`src/rtl/cenum_pkg.sv`:
```
// shared types and constants of the combination enumerator
package cenum_pkg;

   // sequencer states
   typedef enum logic [1:0] {
      ST_IDLE,
      ST_SCAN,
      ST_FILL,
      ST_EMIT
   } state_type;

   // request modes
   localparam logic [1:0] MODE_LOAD    = 2'd0;
   localparam logic [1:0] MODE_RESTART = 2'd1;
   localparam logic [1:0] MODE_NEXT    = 2'd2;

   // register indexes
   localparam logic CSR_SET_SIZE  = 1'b0;
   localparam logic CSR_PICK_SIZE = 1'b1;

   // fixed field widths
   localparam int SET_SIZE_W  = 7;
   localparam int PICK_SIZE_W = 5;
   localparam int SLOT_W      = 4;
   localparam int INDEX_W     = 6;
   localparam int VALUE_W     = 64;

   localparam logic [SET_SIZE_W-1:0]  SET_SIZE_RST  = 7'd8;
   localparam logic [PICK_SIZE_W-1:0] PICK_SIZE_RST = 5'd2;

   // index vector commands
   typedef struct packed {
      logic restart;
      logic wr_cur;
      logic wr_next;
   } ivec_cmd_type;

endpackage

```
`src/rtl/combination_enumerator_unit.sv`:
```
// combination enumerator: value store, index vector and step sequencer
// load and restart transactions never raise busy
// next transaction: exhausted answer in the cycle after acceptance for bad sizes or a finished run; otherwise
//   busy for emit (first combination) or scan + fill + emit over the index vector (exhausted if scan finds none),
//   one element result per cycle, the last one in the first cycle with busy low again
// synchronous reset: sizes 8 and 2, index vector ascending, first combination pending;
//   the value store is not cleared, so there is no clearing pass
module combination_enumerator_unit import cenum_pkg::*; #(
   parameter int MAX_SET  = 64,
   parameter int MAX_PICK = 16
) (
   input  logic                   clock,
   input  logic                   reset,
   // request transaction
   input  logic                   start,
   output logic                   busy,
   input  logic [1:0]             req_mode,
   input  logic [INDEX_W-1:0]     req_load_index,
   input  logic [VALUE_W-1:0]     req_load_value,
   // result transaction
   output logic                   rsp_strobe,
   output logic [SLOT_W-1:0]      rsp_slot,
   output logic [INDEX_W-1:0]     rsp_element_index,
   output logic [VALUE_W-1:0]     rsp_element_value,
   output logic                   rsp_last_of_run,
   output logic                   rsp_exhausted,
   // register writes
   input  logic                   csr_write_enable,
   input  logic                   csr_index,
   input  logic [SET_SIZE_W-1:0]  csr_write_data
);

   // index width covers both the store depth and the ascending reset pattern
   localparam int IDX_W   = $clog2((MAX_SET > MAX_PICK) ? MAX_SET : MAX_PICK);
   localparam int PTR_W   = (MAX_PICK > 1) ? $clog2(MAX_PICK) : 1;
   localparam int ADDR_W  = $clog2(MAX_SET);
   localparam int SUM_MAX = MAX_SET + MAX_PICK;
   // arithmetic width for sizes, limits and compares
   localparam int AW      = $clog2(((SUM_MAX > 127) ? SUM_MAX : 127) + 1);

   // configuration registers
   logic [SET_SIZE_W-1:0]  set_size_ff;
   logic [PICK_SIZE_W-1:0] pick_size_ff;

   // sequencer state
   state_type  state_ff, state_in;
   logic [PTR_W-1:0] ptr_ff, ptr_in;
   logic       first_ff, done_ff;

   // result registers
   logic                rsp_strobe_ff;
   logic [SLOT_W-1:0]   rsp_slot_ff;
   logic [INDEX_W-1:0]  rsp_index_ff;
   logic                rsp_last_ff;
   logic                rsp_exh_ff;
   logic                rsp_zero_ff;

   // datapath
   logic [AW-1:0]    n_eff, m_eff, set_ext, pick_ext, limit, cur_ext;
   logic [IDX_W-1:0] cur, cur_inc;
   logic [VALUE_W-1:0] store_rdata;
   logic             accept, is_load, is_restart, is_next;
   logic             bad_size, cur_below, ptr_last, ptr_zero;

   // sequencer outputs
   ivec_cmd_type iv_cmd;
   logic         store_we, emit_elem, emit_exh, set_done, clr_first;

   // ---------------------------------------------------------------
   // transaction decode
   // ---------------------------------------------------------------
   assign busy       = (state_ff != ST_IDLE);
   assign accept     = start && !busy;
   assign is_load    = accept && (req_mode == MODE_LOAD);
   assign is_restart = accept && (req_mode == MODE_RESTART);
   assign is_next    = accept && (req_mode == MODE_NEXT);

   // saturated sizes
   assign set_ext  = AW'(set_size_ff);
   assign pick_ext = AW'(pick_size_ff);
   assign n_eff    = (set_ext > AW'(MAX_SET)) ? AW'(MAX_SET) : set_ext;
   assign m_eff    = (pick_ext > AW'(MAX_PICK)) ? AW'(MAX_PICK) : pick_ext;
   assign bad_size = (m_eff == '0) || (m_eff > n_eff) || done_ff;

   // shared step unit: compare against the position limit and increment
   // limit = n - m + pos; nonnegative since m <= n whenever it is used
   assign cur_ext   = AW'(cur);
   assign limit     = n_eff + AW'(ptr_ff) - m_eff;
   assign cur_below = (cur_ext < limit);
   assign cur_inc   = cur + IDX_W'(1);
   assign ptr_last  = ((AW'(ptr_ff) + AW'(1)) == m_eff);
   assign ptr_zero  = (ptr_ff == '0);

   // ---------------------------------------------------------------
   // configuration port
   // ---------------------------------------------------------------
   always_ff @(posedge clock) begin
      if (reset) begin
         set_size_ff  <= SET_SIZE_RST;
         pick_size_ff <= PICK_SIZE_RST;
      end else if (csr_write_enable) begin
         unique case (csr_index)
            CSR_SET_SIZE: begin
               set_size_ff <= csr_write_data;
            end
            CSR_PICK_SIZE: begin
               pick_size_ff <= csr_write_data[PICK_SIZE_W-1:0];
            end
         endcase
      end
   end

   // ---------------------------------------------------------------
   // next state
   // ---------------------------------------------------------------
   always_comb begin
      state_in = state_ff;
      unique case (state_ff)
         ST_IDLE: begin
            if (is_next && !bad_size) begin
               state_in = first_ff ? ST_EMIT : ST_SCAN;
            end
         end
         ST_SCAN: begin
            // walk down from the last position to the first one that can grow
            if (cur_below) begin
               state_in = ST_FILL;
            end else if (ptr_zero) begin
               state_in = ST_IDLE;
            end
         end
         ST_FILL: begin
            if (ptr_last) begin
               state_in = ST_EMIT;
            end
         end
         ST_EMIT: begin
            if (ptr_last) begin
               state_in = ST_IDLE;
            end
         end
      endcase
   end

   // ---------------------------------------------------------------
   // sequencer outputs
   // ---------------------------------------------------------------
   always_comb begin
      iv_cmd.restart = is_restart;
      iv_cmd.wr_cur  = 1'b0;
      iv_cmd.wr_next = 1'b0;
      store_we       = is_load && (AW'(req_load_index) < AW'(MAX_SET));
      emit_elem      = 1'b0;
      emit_exh       = 1'b0;
      set_done       = 1'b0;
      clr_first      = 1'b0;
      ptr_in         = ptr_ff;
      unique case (state_ff)
         ST_IDLE: begin
            if (is_next) begin
               if (bad_size) begin
                  emit_exh = 1'b1;
               end else if (first_ff) begin
                  clr_first = 1'b1;
                  ptr_in    = '0;
               end else begin
                  ptr_in = PTR_W'(m_eff - AW'(1));
               end
            end
         end
         ST_SCAN: begin
            if (cur_below) begin
               iv_cmd.wr_cur = 1'b1;
            end else if (ptr_zero) begin
               // no successor left
               set_done = 1'b1;
               emit_exh = 1'b1;
            end else begin
               ptr_in = ptr_ff - PTR_W'(1);
            end
         end
         ST_FILL: begin
            // later positions follow the grown one in ascending steps
            if (ptr_last) begin
               ptr_in = '0;
            end else begin
               iv_cmd.wr_next = 1'b1;
               ptr_in         = ptr_ff + PTR_W'(1);
            end
         end
         ST_EMIT: begin
            emit_elem = 1'b1;
            ptr_in    = ptr_ff + PTR_W'(1);
         end
      endcase
   end

   // ---------------------------------------------------------------
   // sequencer registers
   // ---------------------------------------------------------------
   always_ff @(posedge clock) begin
      if (reset) begin
         state_ff <= ST_IDLE;
         ptr_ff   <= '0;
         first_ff <= 1'b1;
         done_ff  <= 1'b0;
      end else begin
         state_ff <= state_in;
         ptr_ff   <= ptr_in;
         if (is_restart) begin
            first_ff <= 1'b1;
            done_ff  <= 1'b0;
         end else begin
            if (clr_first) begin
               first_ff <= 1'b0;
            end
            if (set_done) begin
               done_ff <= 1'b1;
            end
         end
      end
   end

   // ---------------------------------------------------------------
   // index vector and value store
   // ---------------------------------------------------------------
   cenum_ivec #(
      .DEPTH (MAX_PICK),
      .IDX_W (IDX_W)
   ) u_ivec (
      .clock   (clock),
      .reset   (reset),
      .cmd     (iv_cmd),
      .ptr     (ptr_ff),
      .wr_data (cur_inc),
      .rd_data (cur)
   );

   cenum_store #(
      .DEPTH (MAX_SET)
   ) u_store (
      .clock   (clock),
      .wr_en   (store_we),
      .wr_addr (ADDR_W'(req_load_index)),
      .wr_data (req_load_value),
      .rd_en   (emit_elem),
      .rd_addr (ADDR_W'(cur)),
      .rd_data (store_rdata)
   );

   // ---------------------------------------------------------------
   // result registers, aligned with the store read
   // ---------------------------------------------------------------
   always_ff @(posedge clock) begin
      if (reset) begin
         rsp_strobe_ff <= 1'b0;
      end else begin
         rsp_strobe_ff <= emit_elem || emit_exh;
      end
   end

   always_ff @(posedge clock) begin
      if (emit_elem) begin
         rsp_slot_ff  <= SLOT_W'(ptr_ff);
         rsp_index_ff <= INDEX_W'(cur);
         rsp_last_ff  <= ptr_last;
         rsp_exh_ff   <= 1'b0;
         // index past the store reads as zero
         rsp_zero_ff  <= (cur_ext >= AW'(MAX_SET));
      end else if (emit_exh) begin
         rsp_slot_ff  <= '0;
         rsp_index_ff <= '0;
         rsp_last_ff  <= 1'b0;
         rsp_exh_ff   <= 1'b1;
         rsp_zero_ff  <= 1'b1;
      end
   end

   assign rsp_strobe        = rsp_strobe_ff;
   assign rsp_slot          = rsp_slot_ff;
   assign rsp_element_index = rsp_index_ff;
   assign rsp_element_value = rsp_zero_ff ? '0 : store_rdata;
   assign rsp_last_of_run   = rsp_last_ff;
   assign rsp_exhausted     = rsp_exh_ff;

   // ---------------------------------------------------------------
   // assertions
   // ---------------------------------------------------------------
`ifndef SYNTH
   a_exh_fields_zero: assert property (@(posedge clock) disable iff (reset)
      (rsp_strobe && rsp_exhausted) |-> (rsp_slot == '0 && rsp_element_index == '0 &&
         !rsp_last_of_run && rsp_element_value == '0))
      else $error("exhausted transaction carries nonzero fields");

   a_emit_ptr_range: assert property (@(posedge clock) disable iff (reset)
      (state_ff == ST_EMIT) |-> (AW'(ptr_ff) < m_eff))
      else $error("emit pointer beyond pick size");

   a_last_follows_emit: assert property (@(posedge clock) disable iff (reset)
      (state_ff == ST_EMIT && ptr_last) |=> (rsp_strobe && rsp_last_of_run))
      else $error("final element missing last_of_run");

   a_busy_end_result: assert property (@(posedge clock) disable iff (reset)
      $fell(busy) |-> rsp_strobe)
      else $error("busy dropped without a result");
`endif

endmodule

```
`src/rtl/cenum_store.sv`:
```
// value word memory with one write port and one registered read port
module cenum_store import cenum_pkg::*; #(
   parameter int DEPTH = 64
) (
   input  logic                     clock,
   input  logic                     wr_en,
   input  logic [$clog2(DEPTH)-1:0] wr_addr,
   input  logic [VALUE_W-1:0]       wr_data,
   input  logic                     rd_en,
   input  logic [$clog2(DEPTH)-1:0] rd_addr,
   output logic [VALUE_W-1:0]       rd_data
);

   logic [VALUE_W-1:0] value_mem_ff [DEPTH];
   logic [VALUE_W-1:0] rd_data_ff;

   always_ff @(posedge clock) begin
      if (wr_en) begin
         value_mem_ff[wr_addr] <= wr_data;
      end
      if (rd_en) begin
         rd_data_ff <= value_mem_ff[rd_addr];
      end
   end

   assign rd_data = rd_data_ff;

endmodule

```
`src/rtl/cenum_ivec.sv`:
```
// index vector register file, one read port at the pointer
module cenum_ivec import cenum_pkg::*; #(
   parameter int DEPTH = 16,
   parameter int IDX_W = 6,
   localparam int PTR_W = (DEPTH > 1) ? $clog2(DEPTH) : 1
) (
   input  logic             clock,
   input  logic             reset,
   input  ivec_cmd_type     cmd,
   input  logic [PTR_W-1:0] ptr,
   input  logic [IDX_W-1:0] wr_data,
   output logic [IDX_W-1:0] rd_data
);

   logic [IDX_W-1:0] iv_ff [DEPTH];
   logic [PTR_W-1:0] ptr_next;

   assign ptr_next = ptr + PTR_W'(1);

   always_ff @(posedge clock) begin
      if (reset || cmd.restart) begin
         for (int i = 0; i < DEPTH; i++) begin
            iv_ff[i] <= IDX_W'(i);
         end
      end else begin
         if (cmd.wr_cur) begin
            iv_ff[ptr] <= wr_data;
         end
         if (cmd.wr_next) begin
            iv_ff[ptr_next] <= wr_data;
         end
      end
   end

   assign rd_data = iv_ff[ptr];

endmodule
```
`config.mk`:
```
export PLATFORM = sky130hd
export DESIGN_NAME = combination_enumerator_unit
export DESIGN_NICKNAME = d
export VERILOG_FILES = /design/src/rtl/cenum_pkg.sv /design/src/rtl/combination_enumerator_unit.sv /design/src/rtl/cenum_store.sv /design/src/rtl/cenum_ivec.sv
export SDC_FILE = /design/constraint.sdc
export NUM_CORES = 2
export LEC_CHECK = 0
export BUFFER_PORTS_ARGS = -buffer_cell sky130_fd_sc_hd__buf_2
export CORE_ASPECT_RATIO = 0.8
export CORE_UTILIZATION = 45
export DETAILED_ROUTE_END_ITERATION = 6
export PLACE_DENSITY_LB_ADDON = 0.12
export SETUP_SLACK_MARGIN = 0.2
export SLEW_MARGIN = 20
export SYNTH_ARGS = -nofsm -noshare
export SYNTH_HDL_FRONTEND = slang
export SYNTH_MEMORY_MAX_BITS = 65536
export SYNTH_SLANG_ARGS = --single-unit
```
`constraint.sdc`:
```
create_clock -name clock -period 9.7 [get_ports clock]
set_input_delay 2.91 -clock clock [delete_from_list [all_inputs] [get_ports clock]]
set_output_delay 2.91 -clock clock [all_outputs]
set_load 0.02 [all_outputs]
```
---- Word-level counts from Yosys, hierarchy flattened ----
Memory sizes are Yosys's and may differ from the RTL's. A register that Yosys moved wholly into a read port is not among the register bits.
Index checks and enable logic that the tools add are counted.
cells by class
  equal/unequal tests ..................... 14
  bitwise gates (word level) .............. 1
  order comparisons ....................... 5
  reduce and logical (&&, ||, !) cells .... 24
  add/subtract/negate cells ............... 7
  mux-type cells .......................... 58
operators with widths
  cell                                                   number
  2-to-1 mux 64 bit                                      1
  2-to-1 mux 4 bit                                       12
  2-to-1 mux 1 bit                                       30
  2-to-1 mux 6 bit                                       4
  one-hot mux 4 bit (4 select lines)                     1
  != test 2 bit (second input constant)                  7
  2-to-1 mux 2 bit                                       6
  OR reduction 6 bit                                     2
  one-hot mux 2 bit (4 select lines)                     1
  AND reduction 4 bit                                    2
  subtractor 4 x 1 -> 4 bit (second input constant)      2
  adder 7 x 4 -> 7 bit                                   1
  >= comparator 6 x 7 -> 1 bit (second input constant)   1
  greater-than comparator 5 x 7 -> 1 bit                 1
  greater-than comparator 7 bit (second input constant)  1
  zero test 7 bit                                        1
  less-than comparator 6 x 7 -> 1 bit                    1
  2-to-1 mux 7 bit                                       1
  subtractor 7 x 5 -> 7 bit                              1
  adder 6 x 1 -> 6 bit (second input constant)           1
  == test 2 bit (second input constant)                  3
  adder 4 x 1 -> 5 bit (second input constant)           1
  == test 5 bit                                          1
  greater-than comparator 5 bit (second input constant)  1
  other kinds (14)                                       26
word-level totals
  output and inout port bits .............. 78
  register bits ........................... 34
  input port bits ......................... 84
  bits in writable memories ............... 4192
  memories ................................ 2
  word-level logic and storage cells ...... 123
memory list
  name                  depth  width  read ports  clocked after memory_dff  write ports  line               RTL
  u_store.value_mem_ff  64     64     1           1                         1            cenum_store.sv:14  logic [VALUE_W-1:0] value_mem_ff [DEPTH];
  u_ivec.iv_ff          16     6      1           1                         16           cenum_ivec.sv:15   logic [IDX_W-1:0] iv_ff [DEPTH];

---- Logic depth before layout (Yosys ltp) ----
  word-level depth ........................ 13
  depth in mapped cells ................... 22
  gate-level depth less buffers ........... 20

---- Hierarchy ----
Synthesis repeated with hierarchy kept, for this count alone.
unflattened totals
  cell total of the unflattened synthesis .. 7267
  area total of the unflattened synthesis .. 164499.0 um^2
by module, submodules not included
  module                       seq. area each (um^2)  area each (um^2)  cells each  instances
  cenum_store                  124919.8               156989.3          6598        1
  cenum_ivec                   2882.8                 4571.9            321         1
  combination_enumerator_unit  800.8                  2937.8            348         1

---- Least setup slack after synthesis ----
OpenSTA, ideal clock, no wires.
  path type ............................... input-to-reg
  start ................................... in req_load_index[5]
  end ..................................... mem u_store.value_mem_ff[32][0] (enable)
  arrival ................................. 6.420 ns
  stages .................................. 4
  required time ........................... 9.214 ns
  setup slack ............................. 2.794 ns
  library setup time ...................... 0.486 ns
  buffers on the path ..................... 2
  path through ............................ clkbuf_1 -> or3b_2 -> buf_1 -> nor2_1
RTL lines
  element      line                               RTL
  from (decl)  combination_enumerator_unit.sv:18  input logic [INDEX_W-1:0] req_load_index,
  to (decl)    cenum_store.sv:14
Straight into the memory's write port.

==> results.json <==
{
  "status": "completed",
  "timing.final.ws_setup_ns": 3.52,
  "clk_pin_slew_ns": 0.06,
  "finClkSkew_ns": 0.0691,
  "worstPathMaxFanout": 33,
  "avgRoutedWirePerCell_microns": 31.1,
  "drc": 0,
  "die_area_sq_um": 375000,
  "max-slew-margin-rel": 0.200,
  "synth.avg_cell_area_sq_um": 14.5,
  "setup_viol": 0,
  "ctsHoldBuffers": 0,
  "start_util": 0.454,
  "post_cts.repair.setup_buffers": 0,
  "synth.cell_area_sq_um": 168000,
  "htree_levels": 5,
  "rows": 199,
  "num_vias": 103000,
  "synth_cells": 11600,
  "tightestPinTransition_ns": 1.19,
  "ys_ff_latch": 4294,
  "synth.area.top_cells": "edfxtp_1 (77%), nand2_1 (6.6%), mux2i_1 (3.1%)",
  "tns_ns": 0,
  "drv_cap": 0,
  "worst_setup_path_start_kind": "register",
  "vias_per_cell": 6.05,
  "ys_async_sr_fraction": 0,
  "cts_buffer_depth": 4,
  "cp.required_ns": 10.38,
  "min_period_ns": 6.18,
  "dp_slack_ns": 2.61,
  "hold_class": "register to register",
  "dieWidth_microns": 684,
  "critPathKind": "register to register",
  "antenna_found_initial": 43,
  "reg2reg_depth": 15,
  "hpwl_microns": 290000,
  "synth.top_cell.area_share": 0.765,
  "synth_cell_types": 79,
  "final_nets": 11900,
  "postRouteAntennaNets": 0,
  "regArea_sq_um": 129000,
  "totalWireLength_microns": 530000,
  "rsz0062_at_grt": "no",
  "finalMaxSlewViolations": 0,
  "post-route-period-util": 0.637,
  "grt_pass1_vias": 96800,
  "yosys.area.top_type": "edfxtp_1",
  "grt_use_total": 0.275,
  "clkLatencyLatePin_ns": 1.00,
  "clock_sinks": 4294,
  "ys.warnings.count": 0,
  "drive_above_1_share": 0.0994,
  "syn_to_final_growth_pct": 12.1,
  "end_kind": "register",
  "hold_depth": 2,
  "grt_pass1_wl_microns": 742000,
  "core_sq_um": 369000,
  "fmax_mhz": 162,
  "gr-total-overflow": 0,
  "numPortBuffers": 161,
  "grt_max_degree": 156,
  "drtIter0Drc": 14100,
  "cts-buffers-inserted": 421,
  "die_y_microns": 548,
  "hold_viol_final": 0,
  "place_congestion": 0.821,
  "cts_tree": "built",
  "final_cell_mix": "edfxtp_1 (4,268), nand2_1 (2,928), nand3_1 (772)",
  "cts_resized": 0,
  "dr.pass1.iters": 6,
  "synth_edf_count": 4268,
  "ys.flop_type": "edfxtp_1",
  "syn_nets": 11700,
  "crit_arrival_ns": 6.86,
  "multi_input_area_sq_um": 35900,
  "ys_seq_area_frac": 0.768,
  "io_pins": 162,
  "nFillCells": 30900,
  "cts_root_buffer": "clkbuf_16",
  "layout.cells.most_common": "edfxtp_1"
}
## area by class of cell
cell class,instances,share of cell area
Clock inverter,249,0.0112
Inverter,37,0.000880
Antenna cell,22,0.000293
Multi-Input combinational cell,6527,0.191
Clock buffer,516,0.0586
Tap cell,4924,0.0328
Timing Repair Buffer,466,0.0195
Sequential cell,4294,0.685
## state kept, by name, indices dropped and copies added, names as in the netlist, 2 cells and up, named ones only
name                  cells
pick_size_ff              5
ptr_ff                    4
rsp_element_index         6
rsp_slot                  4
set_ext                   7
state_ff                  2
u_ivec.iv_ff             96
u_store.rd_data          64
u_store.value_mem_ff   4096
## synthesized netlist by cell type, drive strengths merged (11+ instances only)
cell type  number
a2111oi        17
nand3         772
nor3           80
nor2b          73
o211ai         12
o32ai          13
mux4           26
a211o          21
a311oi         27
a22oi          96
a32oi         211
a31oi         241
xnor2          11
a221oi         60
nor4           97
buf           418
mux2i         518
o21ai          56
edfxtp       4268
nand4          49
and3           52
clkbuf        310
nand2        2937
a211oi         13
a21o           11
a32o           34
o22ai         130
o41ai          12
ha             24
inv            36
a21oi         584
dfxtp          26
mux2           26
nor2          230
## stage by stage
stage / instances / utilization / area (sq um) / hold slack, ns
global route: 17000 / 0.509 / 188000 / 0.484
global placement: 16200 / 0.472 / 174000 / 0.459
CTS: 17000 / 0.508 / 188000 / 0.470
finish: 17000 / 0.509 / 188000 / 0.470
detailed placement: 16200 / 0.473 / 174000 / 0.462
floorplan: 11600 / - / 168000 / 0.437
## kinds of logic after synthesis
logic type | count (synthesis) | share of synthesized area
fa+ha+maj | 28 | 0.00227
flops | 4294 | 0.768
mux | 570 | 0.0362
xor+xnor | 17 | 0.000971
buf+inv | 765 | 0.0216
simple gates | 4335 | 0.109
compound gates | 1577 | 0.0621
## layer usage
metal  GRT usage  wire (microns)
met1       0.415          229000
met4      0.0786           15500
met2       0.416          236000
met5           0              99
met3      0.0433           49600
## worst paths after layout
kind | startpoint | end | slack [ns]
hold / removal | set_ext[0] | set_ext[0] | 0.47
hold reg to reg | set_ext[0] | set_ext[0] | 0.47
setup reg to reg | register | u_ivec.iv_ff[1][2] | 3.52
setup / recovery | register | u_ivec.iv_ff[1][2] | 3.52
## critical path: stages, from the launching register on
cell,delay (ns)
dfxtp_2,0.69
mux4_2,0.64
mux2_2,0.31
o21ai_4,0.12
buf_4,0.58
inv_4,0.39
ha_1,0.42
a21o_1,0.19
a211oi_1,0.31
nand2_1,0.10
o21ai_0,0.09
a311oi_1,0.11
or4_1,0.54
o32ai_2,0.69
nand2_1,0.29
nand2_1,0.30
Power is left out: the tool's default activity adds up to more than one toggle a clock period on the data nets, which glitch-free logic cannot reach.
